==> config.mk <==
export PLATFORM = sky130hd
export DESIGN_NAME = proximity_safety_interlock
export DESIGN_NICKNAME = d
export VERILOG_FILES = /design/src/design/psi_pkg.sv /design/src/design/proximity_safety_interlock.sv
export SDC_FILE = /design/constraint.sdc
export NUM_CORES = 1
export LEC_CHECK = 0
export ABC_CLOCK_PERIOD_IN_PS = 18470
export BUFFER_PORTS_ARGS = -buffer_cell sky130_fd_sc_hd__buf_2
export CAP_MARGIN = 20
export CORE_MARGIN = 3
export CORE_UTILIZATION = 60
export CTS_BUF_LIST = sky130_fd_sc_hd__clkbuf_2 sky130_fd_sc_hd__clkbuf_4 sky130_fd_sc_hd__clkbuf_8
export CTS_CLUSTER_SIZE = 16
export DETAILED_ROUTE_END_ITERATION = 6
export GPL_ROUTABILITY_DRIVEN = 0
export PLACE_DENSITY = 0.83
export SETUP_SLACK_MARGIN = 0.4
export SYNTH_ARGS = -nofsm -noshare
export SYNTH_HDL_FRONTEND = slang
export SYNTH_SLANG_ARGS = --single-unit
==> constraint.sdc <==
create_clock -name clk_i -period 18.47 [get_ports clk_i]
set_input_delay 0.9235 -clock clk_i [delete_from_list [all_inputs] [get_ports clk_i]]
set_output_delay 0.9235 -clock clk_i [all_outputs]
set_load 0.01 [all_outputs]
==> src/design/psi_pkg.sv <==
// ----------------------------------------------------------------------------
// Proximity safety interlock package
// Shared types, codes and reset values for the interlock block.
// ----------------------------------------------------------------------------
package psi_pkg;

  typedef enum logic [1:0] {
    LV_CLEAR   = 2'd0,
    LV_CAUTION = 2'd1,
    LV_STOP    = 2'd2,
    LV_ESTOP   = 2'd3
  } level_e;

  typedef enum logic [2:0] {
    RS_NONE      = 3'd0,
    RS_DIST_STOP = 3'd1,
    RS_CAUTION   = 3'd2,
    RS_TIMEOUT   = 3'd3,
    RS_RANGE     = 3'd4,
    RS_STALE     = 3'd5,
    RS_INIT      = 3'd6,
    RS_MANUAL    = 3'd7
  } reason_e;

  typedef enum logic [2:0] {
    ST_OK      = 3'd0,
    ST_NO_ECHO = 3'd1,
    ST_TIMEOUT = 3'd2,
    ST_RANGE   = 3'd3,
    ST_STALE   = 3'd4
  } status_e;

  typedef enum logic [2:0] {
    REG_STOP_ENTER    = 3'd0,
    REG_STOP_CLEAR    = 3'd1,
    REG_CAUTION_ENTER = 3'd2,
    REG_CAUTION_CLEAR = 3'd3,
    REG_STALE_TIMEOUT = 3'd4,
    REG_CLEAR_NEED    = 3'd5,
    REG_ALLOW_REVERSE = 3'd6,
    REG_ENFORCE       = 3'd7
  } reg_idx_e;

  localparam int unsigned AddrW  = 5;
  localparam int unsigned InW    = 120;
  localparam int unsigned OutW   = 48;
  localparam logic [7:0]  CountMax = 8'hFF;

  localparam logic [15:0] StopEnterRst    = 16'd400;
  localparam logic [15:0] StopClearRst    = 16'd500;
  localparam logic [15:0] CautionEnterRst = 16'd600;
  localparam logic [15:0] CautionClearRst = 16'd650;
  localparam logic [15:0] StaleTimeoutRst = 16'd500;
  localparam logic [7:0]  ClearNeedRst    = 8'd3;

  // Input word, last member in the lowest bits
  typedef struct packed {
    logic        moving_reverse;
    logic        reverse_cmd;
    logic        latch_reset_req;
    logic        motor_idle;
    logic        estop_pressed;
    logic [31:0] now_ms;
    logic [31:0] sample_sequence;
    logic [31:0] sample_at_ms;
    logic [2:0]  sensor_status;
    logic [15:0] distance_mm;
  } in_word_t;

  typedef struct packed {
    logic [31:0] eval_at_ms;
    logic        drive_disable;
    logic        halt_req;
    logic        reverse_inhibit;
    logic        latched;
    logic        rev_exposed;
    logic [2:0]  reason_code;
    logic [1:0]  level;
  } out_word_t;

endpackage

==> src/design/proximity_safety_interlock.sv <==
// ----------------------------------------------------------------------------
// Proximity safety interlock
// Distance thresholds with hysteresis, stale-sample check, latched estop and
// reverse blocking, one evaluation per stream word.
// ----------------------------------------------------------------------------
// Pipeline: an accepted word passes through the input register, then the
//   result register, which holds its word while the output is stalled.
// Throughput: one word per cycle while the output is ready; the state
//   update is a single pass of compares and muxes from input to result register.
// Reset: rst_ni clears all control state; level resets to stop with reason
//   init, the latch and clear count to zero, registers to their defaults.
module proximity_safety_interlock
  import psi_pkg::*;
(
  input  logic                clk_i,
  input  logic                rst_ni,
  // stream in
  input  logic                s_axis_tvalid,
  output logic                s_axis_tready,
  // tdata from bit 0: distance_mm[15:0], sensor_status[2:0], sample_at_ms[31:0],
  // sample_sequence[31:0], now_ms[31:0], estop_pressed, motor_idle,
  // latch_reset_req, reverse_cmd, moving_reverse
  input  logic [InW-1:0]      s_axis_tdata,
  // stream out
  output logic                m_axis_tvalid,
  input  logic                m_axis_tready,
  // tdata from bit 0: level[1:0], reason_code[2:0], rev_exposed,
  // latched, reverse_inhibit, halt_req, drive_disable,
  // eval_at_ms[31:0], zero pad[5:0]
  output logic [OutW-1:0]     m_axis_tdata,
  // APB config
  input  logic                psel,
  input  logic                penable,
  input  logic                pwrite,
  input  logic [AddrW-1:0]    paddr,
  input  logic [31:0]         pwdata,
  output logic [31:0]         prdata,
  output logic                pready
);

  // config registers
  logic [15:0] stop_enter_q, stop_clear_q, caution_enter_q, caution_clear_q;
  logic [15:0] stale_timeout_q;
  logic [7:0]  clear_need_q;
  logic        allow_reverse_q, enforce_q;

  // pipeline
  logic      in_valid_q, out_valid_q;
  in_word_t  in_q;
  out_word_t out_q, out_d;
  logic      advance, fire;

  // interlock state
  level_e      level_q, level_d;
  reason_e     reason_q, reason_d;
  logic        latch_q, latch_d;
  logic [7:0]  count_q, count_d;
  logic [31:0] last_seq_q, last_seq_d;
  logic        seen_q, seen_d;

  logic        wr_en;
  reg_idx_e    wr_idx;

  assign pready = 1'b1;
  assign wr_en  = psel && penable && pwrite && pready;
  assign wr_idx = reg_idx_e'(paddr[AddrW-1:2]);

  always_ff @(posedge clk_i or negedge rst_ni) begin
    if (!rst_ni) begin
      stop_enter_q    <= StopEnterRst;
      stop_clear_q    <= StopClearRst;
      caution_enter_q <= CautionEnterRst;
      caution_clear_q <= CautionClearRst;
      stale_timeout_q <= StaleTimeoutRst;
      clear_need_q    <= ClearNeedRst;
      allow_reverse_q <= 1'b0;
      enforce_q       <= 1'b1;
    end else if (wr_en) begin
      case (wr_idx)
        REG_STOP_ENTER:    stop_enter_q    <= pwdata[15:0];
        REG_STOP_CLEAR:    stop_clear_q    <= pwdata[15:0];
        REG_CAUTION_ENTER: caution_enter_q <= pwdata[15:0];
        REG_CAUTION_CLEAR: caution_clear_q <= pwdata[15:0];
        REG_STALE_TIMEOUT: stale_timeout_q <= pwdata[15:0];
        REG_CLEAR_NEED:    clear_need_q    <= pwdata[7:0];
        REG_ALLOW_REVERSE: allow_reverse_q <= pwdata[0];
        REG_ENFORCE:       enforce_q       <= pwdata[0];
        default: ;
      endcase
    end
  end

  always_comb begin
    case (wr_idx)
      REG_STOP_ENTER:    prdata = {16'd0, stop_enter_q};
      REG_STOP_CLEAR:    prdata = {16'd0, stop_clear_q};
      REG_CAUTION_ENTER: prdata = {16'd0, caution_enter_q};
      REG_CAUTION_CLEAR: prdata = {16'd0, caution_clear_q};
      REG_STALE_TIMEOUT: prdata = {16'd0, stale_timeout_q};
      REG_CLEAR_NEED:    prdata = {24'd0, clear_need_q};
      REG_ALLOW_REVERSE: prdata = {31'd0, allow_reverse_q};
      REG_ENFORCE:       prdata = {31'd0, enforce_q};
      default:           prdata = '0;
    endcase
  end

  // handshake: result register frees when empty or taken
  assign advance       = !out_valid_q || m_axis_tready;
  assign fire          = in_valid_q && advance;
  assign s_axis_tready = !in_valid_q || advance;
  assign m_axis_tvalid = out_valid_q;
  assign m_axis_tdata  = {{(OutW - $bits(out_word_t)){1'b0}}, out_q};

  always_ff @(posedge clk_i or negedge rst_ni) begin
    if (!rst_ni) begin
      in_valid_q  <= 1'b0;
      out_valid_q <= 1'b0;
      level_q     <= LV_STOP;
      reason_q    <= RS_INIT;
      latch_q     <= 1'b0;
      count_q     <= '0;
      last_seq_q  <= '0;
      seen_q      <= 1'b0;
    end else begin
      if (s_axis_tready) in_valid_q <= s_axis_tvalid;
      if (advance)       out_valid_q <= in_valid_q;
      if (fire) begin
        level_q    <= level_d;
        reason_q   <= reason_d;
        latch_q    <= latch_d;
        count_q    <= count_d;
        last_seq_q <= last_seq_d;
        seen_q     <= seen_d;
      end
    end
  end

  always_ff @(posedge clk_i) begin
    if (s_axis_tready && s_axis_tvalid) in_q  <= in_word_t'(s_axis_tdata);
    if (fire)                           out_q <= out_d;
  end

  // evaluation
  logic [31:0] age;
  logic        stale, fresh, rev_unprot, release_ok, done;
  logic [15:0] dist_eval;
  status_e     status;

  always_comb begin
    status     = status_e'(in_q.sensor_status);
    age        = in_q.now_ms - in_q.sample_at_ms;
    rev_unprot = !allow_reverse_q && (in_q.reverse_cmd || in_q.moving_reverse);
    stale      = 1'b0;
    fresh      = 1'b0;
    level_d    = level_q;
    reason_d   = reason_q;
    latch_d    = latch_q;
    count_d    = count_q;
    last_seq_d = last_seq_q;
    seen_d     = seen_q;
    done       = 1'b0;
    release_ok = 1'b0;
    dist_eval  = (status == ST_NO_ECHO) ? caution_clear_q : in_q.distance_mm;

    if (enforce_q) begin
      // a zero sample time means never sampled: age is now itself
      if (in_q.sample_at_ms == 32'd0) stale = in_q.now_ms > {16'd0, stale_timeout_q};
      else                            stale = age > {16'd0, stale_timeout_q};
      fresh = !seen_q || (in_q.sample_sequence != last_seq_q);
      if (fresh) begin
        last_seq_d = in_q.sample_sequence;
        seen_d     = 1'b1;
      end
    end

    if (in_q.estop_pressed) begin
      level_d  = LV_ESTOP;
      reason_d = RS_MANUAL;
      latch_d  = 1'b1;
      count_d  = '0;
    end

    if (latch_d) begin
      release_ok = in_q.latch_reset_req && !in_q.estop_pressed && in_q.motor_idle;
      if (enforce_q) begin
        release_ok = release_ok && (status inside {ST_OK, ST_NO_ECHO}) && !stale &&
                     ((status == ST_NO_ECHO) || (in_q.distance_mm >= caution_enter_q));
      end
      if (!release_ok) begin
        done = 1'b1;
      end else begin
        latch_d  = 1'b0;
        level_d  = LV_CLEAR;
        reason_d = RS_NONE;
        count_d  = '0;
      end
    end

    if (!done) begin
      if (!enforce_q) begin
        level_d  = LV_CLEAR;
        reason_d = RS_NONE;
        count_d  = '0;
      end else if (stale && (status inside {ST_OK, ST_NO_ECHO})) begin
        level_d  = LV_STOP;
        reason_d = RS_STALE;
        count_d  = '0;
      end else if (!(status inside {ST_OK, ST_NO_ECHO})) begin
        level_d = LV_STOP;
        count_d = '0;
        case (status)
          ST_TIMEOUT: reason_d = RS_TIMEOUT;
          ST_RANGE:   reason_d = RS_RANGE;
          ST_STALE:   reason_d = RS_STALE;
          default:    reason_d = RS_INIT;
        endcase
      end else if (dist_eval < stop_enter_q) begin
        level_d  = LV_STOP;
        reason_d = RS_DIST_STOP;
        count_d  = '0;
      end else begin
        // hold stop until enough new clear samples have been counted
        if (level_d == LV_STOP) begin
          if (dist_eval >= stop_clear_q) begin
            if (fresh && (count_d != CountMax)) count_d = count_d + 8'd1;
          end else begin
            count_d = '0;
          end
          if (count_d < clear_need_q) begin
            reason_d = RS_DIST_STOP;
            done     = 1'b1;
          end
        end
        if (!done) begin
          count_d = '0;
          if (dist_eval < caution_enter_q) begin
            level_d  = LV_CAUTION;
            reason_d = RS_CAUTION;
          end else if ((level_d == LV_CAUTION) && (dist_eval < caution_clear_q)) begin
            reason_d = RS_CAUTION;
          end else begin
            level_d  = LV_CLEAR;
            reason_d = RS_NONE;
          end
        end
      end
    end

    out_d.level           = (rev_unprot && !latch_d) ? LV_STOP : level_d;
    out_d.reason_code     = reason_d;
    out_d.rev_exposed     = rev_unprot;
    out_d.latched         = latch_d;
    out_d.reverse_inhibit = rev_unprot;
    out_d.halt_req        = (level_d == LV_STOP) || latch_d || rev_unprot;
    out_d.drive_disable   = latch_d;
    out_d.eval_at_ms      = in_q.now_ms;
  end

  // assertions
  a_latch_level: assert property (@(posedge clk_i) disable iff (!rst_ni)
    latch_q |-> (level_q == LV_ESTOP))
    else $error("latch set without estop level");

  a_estop_latch: assert property (@(posedge clk_i) disable iff (!rst_ni)
    (level_q == LV_ESTOP) |-> latch_q)
    else $error("estop level without latch");

  a_count_stop: assert property (@(posedge clk_i) disable iff (!rst_ni)
    (count_q != 8'd0) |-> (level_q == LV_STOP))
    else $error("clear count running outside stop level");

  a_seq_seen: assert property (@(posedge clk_i) disable iff (!rst_ni)
    !seen_q |-> (last_seq_q == 32'd0))
    else $error("sequence recorded without seen flag");

  a_stop_req: assert property (@(posedge clk_i) disable iff (!rst_ni)
    (out_valid_q && !out_q.halt_req) |-> (out_q.level != LV_STOP))
    else $error("stop level reported without halt request");

endmodule
==> flow_summary_export.csv, run 1 <==
group,metric,value,unit
pwr,internal_power,1.45,mW
global_route,met1_usage,0.365,
clock_network,cts_buffer_depth,3,
timing,fin_skew,0.0342,ns
pwr,p_leak,8.41,nW
worst_hold_path,holdCritPathClass,"input pin to async pin",
floorplanning,die_w,175,um
setup_path,reg2regPathDepth,36,
global_route,grtUsageMet2,0.459,
pwr,ir_drop,0.0000929,V
pwr,p_comb_frac,0.255,
floorplanning,rows,61,
logic_synthesis,ys_async_sr_fraction,0.465,
place,place_area,18400,um2
floorplanning,initial_core_util,0.612,
logic_synthesis,synth_edf_count,160,
layout,nFillCells,2032,
floorplanning,num_io_pins,247,
setup_path,crit_top_cell,"nor2_1",
floorplanning,dieHeight,175,um
setup_path,reg2reg_to,"m_axis_tdata[1]",
global_route,overflow,0,
timing,setup_tns,0,ns
setup_path,critPathMaxFanout,9,
pwr,switching_power,0.653,mW
logic_synthesis,synth-seq-area-share,0.485,
detailed_routing,viasPerCell,6.07,
logic_synthesis,synth_top_area_cell,"edfxtp_1",
clock_network,post-cts-setup-buffer-count,0,
detailed_routing,wl_per_cell,19.6,um
timing,max_freq,116,MHz
logic_synthesis,ys_top_cells_by_area,"edfxtp_1 (28%), dfrtp_1 (16%), ha_1 (11%)",
global_route,antenna_found_initial,0,
clock_network,clkTransAtPathRegs,0.06,ns
pwr,clkPwrFrac,0.313,
setup_path,critical_path_required,18.77,ns
setup_path,cp-end-kind,"flip-flop",
global_route,busiest_layer,"met2",
floorplanning,core,28000,um2
layout,design_area,19500,um2
detailed_routing,drc,0,
status,status,"complete, no violations",
timing,worstMarginPinSlew,1.06,ns
place,dp_hpwl,31800,um
global_route,grt_use_met3,0.0465,
clock_network,cts_tree,"built",
global_route,grt_usage,0.276,
floorplanning,die_area,30600,um2
pwr,power_density,108,nW/um2
setup_path,worstReg2RegStart,"in_q[19]",
global_route,grt_pass1_wl,68300,um
detailed_routing,vias,13400,
clock_network,clk_latency,0.60,ns
setup_path,cp_slowest_stage_delay,0.45,ns
timing,slew_headroom,0.289,
clock_network,ctsResizeCount,0,
layout,drive_gt1_frac,0.245,
timing,fin_crit,8.62,ns
setup_path,arrival,8.92,ns
logic_synthesis,ys_seq_elements,299,
clock_network,clock-root-buffer,"clkbuf_8",
logic_synthesis,yosysWarnings,0,
logic_synthesis,netlist_area,17100,um2
detailed_routing,wl,43200,um
clock_network,cts_buffers,49,
logic_synthesis,synth_cells,1576,
job,drv_cap,0,
layout,syn_to_final_growth,14.0,%
logic_synthesis,yosysUniqueCellTypes,79,
detailed_routing,drtIter0Drc,1311,
place,port_buffers,205,
timing,period_share,0.467,
timing,hold_viol,0,
clock_network,cts_max_level,2,
timing,rsz0062_at_grt,"false",
layout,final_cell_mix,"buf_2 (204), edfxtp_1 (160), ha_1 (148), inv_1 (136), nand2_1 (124)",
detailed_routing,ant_nets,0,
global_route,grt_max_degree,77,
logic_synthesis,synth-main-ff-cell,"edfxtp_1",
timing,holdWs,0.335,ns
logic_synthesis,avgSynthCellArea,10.9,um2
pwr,power,2.11,mW
setup_path,crit_path_start_kind,"flip-flop",
setup_path,r2r_slack,9.85,ns
pwr,swShare,0.310,
clock_network,hold_buffers,0,
layout,fin_nets,2099,
setup_path,path_class,"flip-flop to flip-flop",
clock_network,numClockSinks,299,
layout,final_common_cell,"buf_2",
timing,finalSetupViolCount,0,
pwr,power_frac_seq,0.432,
logic_synthesis,synth_top_cell_area_share,0.280,
setup_path,cp_slowest_cell,"edfxtp_1",
detailed_routing,first_pass_iters,5,
timing,drv_slew,0,
global_route,grt_pass1_vias,13300,
-- stage by stage --
step           utilization  instances  setup WS [ns]
2_1_floorplan            -       1597          11.43
3_3_place_gp         0.658       2113          10.20
3_5_place_dp         0.658       2113          10.04
4_1_cts              0.698       2204           10.0
5_1_grt              0.698       2204           9.35
6_report             0.698       2205           9.85
-- synth_stat cells (29+ instances only) --
| cell | n |
|---|---|
| edfxtp_1 | 160 |
| ha_1 | 148 |
| inv_1 | 137 |
| nand2_1 | 124 |
| o21ai_0 | 122 |
| dfrtp_1 | 110 |
| a21oi_1 | 94 |
| mux2_2 | 88 |
| nor2_1 | 69 |
| xnor2_1 | 44 |
| nand4_1 | 39 |
| clkbuf_1 | 36 |
| dfstp_2 | 29 |
-- sequential cells by signal, summed over array words and instances (netlist names) --
| signal | count |
|---|---|
| in_q | 117 |
| m_axis_tdata | 40 |
| last_seq_q | 32 |
| caution_clear_q | 16 |
| caution_enter_q | 16 |
| stale_timeout_q | 16 |
| stop_clear_q | 16 |
| stop_enter_q | 16 |
| clear_need_q | 8 |
| count_q | 8 |
| reason_q | 3 |
| status | 3 |
| level_q | 2 |
| allow_reverse_q | 1 |
| enforce_q | 1 |
| in_valid_q | 1 |
| latch_q | 1 |
| m_axis_tvalid | 1 |
| seen_q | 1 |
-- worst max-delay path by stage --
stage                   from  depth (start not counted)               to
CTS                 in_q[19]                         36  m_axis_tdata[1]
global route        in_q[19]                         37  m_axis_tdata[3]
detailed placement  in_q[19]                         36  m_axis_tdata[1]
finish              in_q[19]                         36  m_axis_tdata[1]
floorplan           in_q[19]                         37  m_axis_tdata[1]
global placement    in_q[19]                         36  m_axis_tdata[1]
-- worst max-delay path, delay by kind of cell (launching register included) --
family / cells / cell delay [ns]
AND/OR/NAND/NOR: 17 / 3.19
AO/OA/AOI/OAI: 12 / 2.87
adder cells (fa/ha/maj): 5 / 1.49
flip-flops: 1 / 0.45
XOR/XNOR: 2 / 0.35
-- power groups by stage --
| stage | registers, mW | logic (mW) | clock network [mW] |
|---|---|---|---|
| after floorplan | 0.897 | 0.382 | 0 |
| after global placement | 0.912 | 0.497 | 0 |
| after detailed placement | 0.919 | 0.525 | 0 |
| after CTS | 0.908 | 0.531 | 0.669 |
| after global routing | 0.920 | 0.598 | 0.698 |
| final | 0.909 | 0.537 | 0.660 |
-- cells by family after synthesis --
family | Yosys count | synth area share
and+or+nand+nor | 376 | 0.109
AOI/OAI and AO/OA | 368 | 0.136
DFF | 299 | 0.485
buffers and inverters | 214 | 0.0534
adders and majority gates | 149 | 0.109
muxes | 112 | 0.0791
xor gates and xnor gates | 56 | 0.0286
other | 2 | 0.000438
-- per-layer routing --
| layer | share of wire | up-vias |
|---|---|---|
| li1 | - | 6168 |
| met1 | 0.41 | 6441 |
| met2 | 0.47 | 659 |
| met3 | 0.080 | 127 |
| met4 | 0.038 | 0 |
| met5 | 0 | - |
-- area by class of cell --
cell class / instances / area (um2) / share of cell area
Sequential cell: 299 / 8320 / 0.426
Multi-Input combinational cell: 1084 / 8010 / 0.410
Timing Repair Buffer: 213 / 1090 / 0.0559
Clock buffer: 66 / 833 / 0.0426
Inverter: 139 / 522 / 0.0267
Tap cell: 378 / 473 / 0.0242
Clock inverter: 25 / 294 / 0.0150
Antenna cell: 1 / 2.50 / 0.000128
No activity file was read; power rests on OpenSTA's default activity.
==> run 2, diff against run 1 <==
Settings changed: ABC_CLOCK_PERIOD_IN_PS 18470 to 8830.
Clock period 18.47 ns to 8.83 ns, I/O delays scaled along.
==> run 2 against run 1 <==
Sequential power grew 110%; critical endpoint is now m_axis_tdata[3]; largest power group unchanged; non-clock buffer count grew 65; final area grew 3.7%; hold slack lost 0.31 ns; clock-buffer cell count grew 3; sequential share of layout area shrank 1.5 points; via count grew 3.2%; power grew 110%; critical path depth grew 1; register-to-register slack lost 9.0 ns; global-route usage grew 2.0 points; largest cell class unchanged; clock power grew 110%.
==> flow_summary_export.csv, run 2 (synthesis results as in run 1) <==
group,metric,value,unit
status,status,"complete, no violations",
layout,syn_to_final_growth,18.2,%
setup_path,cp-end-kind,"flip-flop",
detailed_routing,vias,13800,
layout,instances_no_fill,2272,
floorplanning,initial_core_util,0.612,
clock_network,cts_buffer_depth,3,
timing,rsz0062_at_grt,"false",
place,dp_hpwl,31900,um
setup_path,path_class,"flip-flop to flip-flop",
place,dp_slack,0.644,ns
setup_path,reg2regPathDepth,37,
layout,drive_gt1_frac,0.243,
layout,fin_nets,2164,
place,port_buffers,205,
global_route,overflow,0,
floorplanning,die_w,175,um
pwr,power,4.46,mW
worst_hold_path,hold_depth,1,
timing,fin_skew,0.0496,ns
layout,final_cell_mix,"buf_2 (204), edfxtp_1 (160), ha_1 (148), inv_1 (136), nand2_1 (124)",
layout,largest_register_ffs,117,
clock_network,clkTransAtPathRegs,0.07,ns
clock_network,clk_latency,0.62,ns
floorplanning,num_io_pins,247,
global_route,grt_usage,0.296,
detailed_routing,drtIter0Drc,1449,
layout,final_common_cell,"buf_2",
floorplanning,rows,61,
timing,fin_crit,8.03,ns
layout,design_area,20300,um2
detailed_routing,wl,45900,um
job,drv_cap,0,
timing,period_share,0.909,
global_route,grt_max_degree,73,
pwr,power_density,220,nW/um2
floorplanning,dieHeight,175,um
pwr,ir_drop,0.000205,V
setup_path,cp_slowest_cell,"ha_1",
global_route,grt_pass1_wl,72500,um
detailed_routing,viasPerCell,6.08,
detailed_routing,wl_per_cell,20.2,um
global_route,antenna_found_initial,3,
timing,setup_slack,0.804,ns
timing,holdWs,0.0231,ns
worst_hold_path,holdCritPathClass,"input pin to flip-flop",
global_route,grt_pass1_vias,14000,
clock_network,cts_tree,"built",
setup_path,arrival,8.48,ns
timing,worstMarginPinSlew,1.09,ns
setup_path,cp_slowest_stage_delay,0.43,ns
detailed_routing,ant_nets,0,
timing,slew_headroom,0.271,
place,dp_cells,2112,
setup_path,critical_path_required,9.28,ns
clock_network,cts_max_level,2,
clock_network,numClockSinks,299,
pwr,p_leak,8.69,nW
detailed_routing,first_pass_iters,6,
floorplanning,die_area,30600,um2
clock_network,clock-root-buffer,"clkbuf_8",
timing,drv_slew,0,
setup_path,critPathMaxFanout,9,
layout,largest-register,"in_q",
timing,max_freq,125,MHz
timing,finalSetupViolCount,0,
place,place_area,18400,um2
setup_path,crit_path_start_kind,"flip-flop",
floorplanning,core,28000,um2
clock_network,cts_buffers,49,
timing,setup_tns,0,ns
detailed_routing,drc,0,
timing,hold_viol,0,
layout,final_util,0.724,
==> run 2: cell type report <==
class                      count  area [um2]
multi-input combinational   1084        8080
tap                          378         473
clock buffer                  69         850
clock inverter                22         280
antenna                        3        7.51
timing repair buffer         278        1740
inverter                     139         522
sequential                   299        8320
fill                        1946        7740
==> run 2: timing repair <==
action / in CTS / in global routing
setup endpoints to repair: 0 / 17
hold endpoints to repair: 117 / 0
gates resized for setup: 0 / 15
buffers inserted: 0 / 1
hold buffers: 65 / 0
==> run 2: final timing paths <==
kind,start,to,slack [ns]
worst max-delay path,in_q[27],m_axis_tdata[3],0.80
worst min-delay path,s_axis_tdata[10],in_q[10],0.02
worst max register to register,in_q[27],m_axis_tdata[3],0.80
worst min register to register,in_q[83],m_axis_tdata[10],0.46
max in group asynchronous,rst_ni,last_seq_q[10],7.02
min in group asynchronous,rst_ni,caution_clear_q[10],0.44
==> run 2: critical path, delay by kind of cell, from the launching register on <==
family	cells	cell delay (ns)
AOI/OAI and AO/OA	12	2.42
xor gates and xnor gates	2	0.33
adders and majority gates	4	1.27
buffers and inverters	1	0.10
DFF	1	0.42
and+or+nand+nor	18	3.30
==> run 2: report_power, final <==
group,switching [mW],internal [mW],total [mW],leakage [nW]
Sequential,0.169,1.74,1.91,3.15
Clock,0.583,0.806,1.39,0.594
Combinational,0.640,0.520,1.16,4.95
Total,1.39,3.07,4.46,8.69
==> run 2: metal layers <==
metal  up-vias  track usage  wire length, um
li1       6301            -                -
met1      6659        0.381            18000
met2       721        0.498            22100
met3       138       0.0530             4050
met4         2        0.118             1790
met5         -            0               22
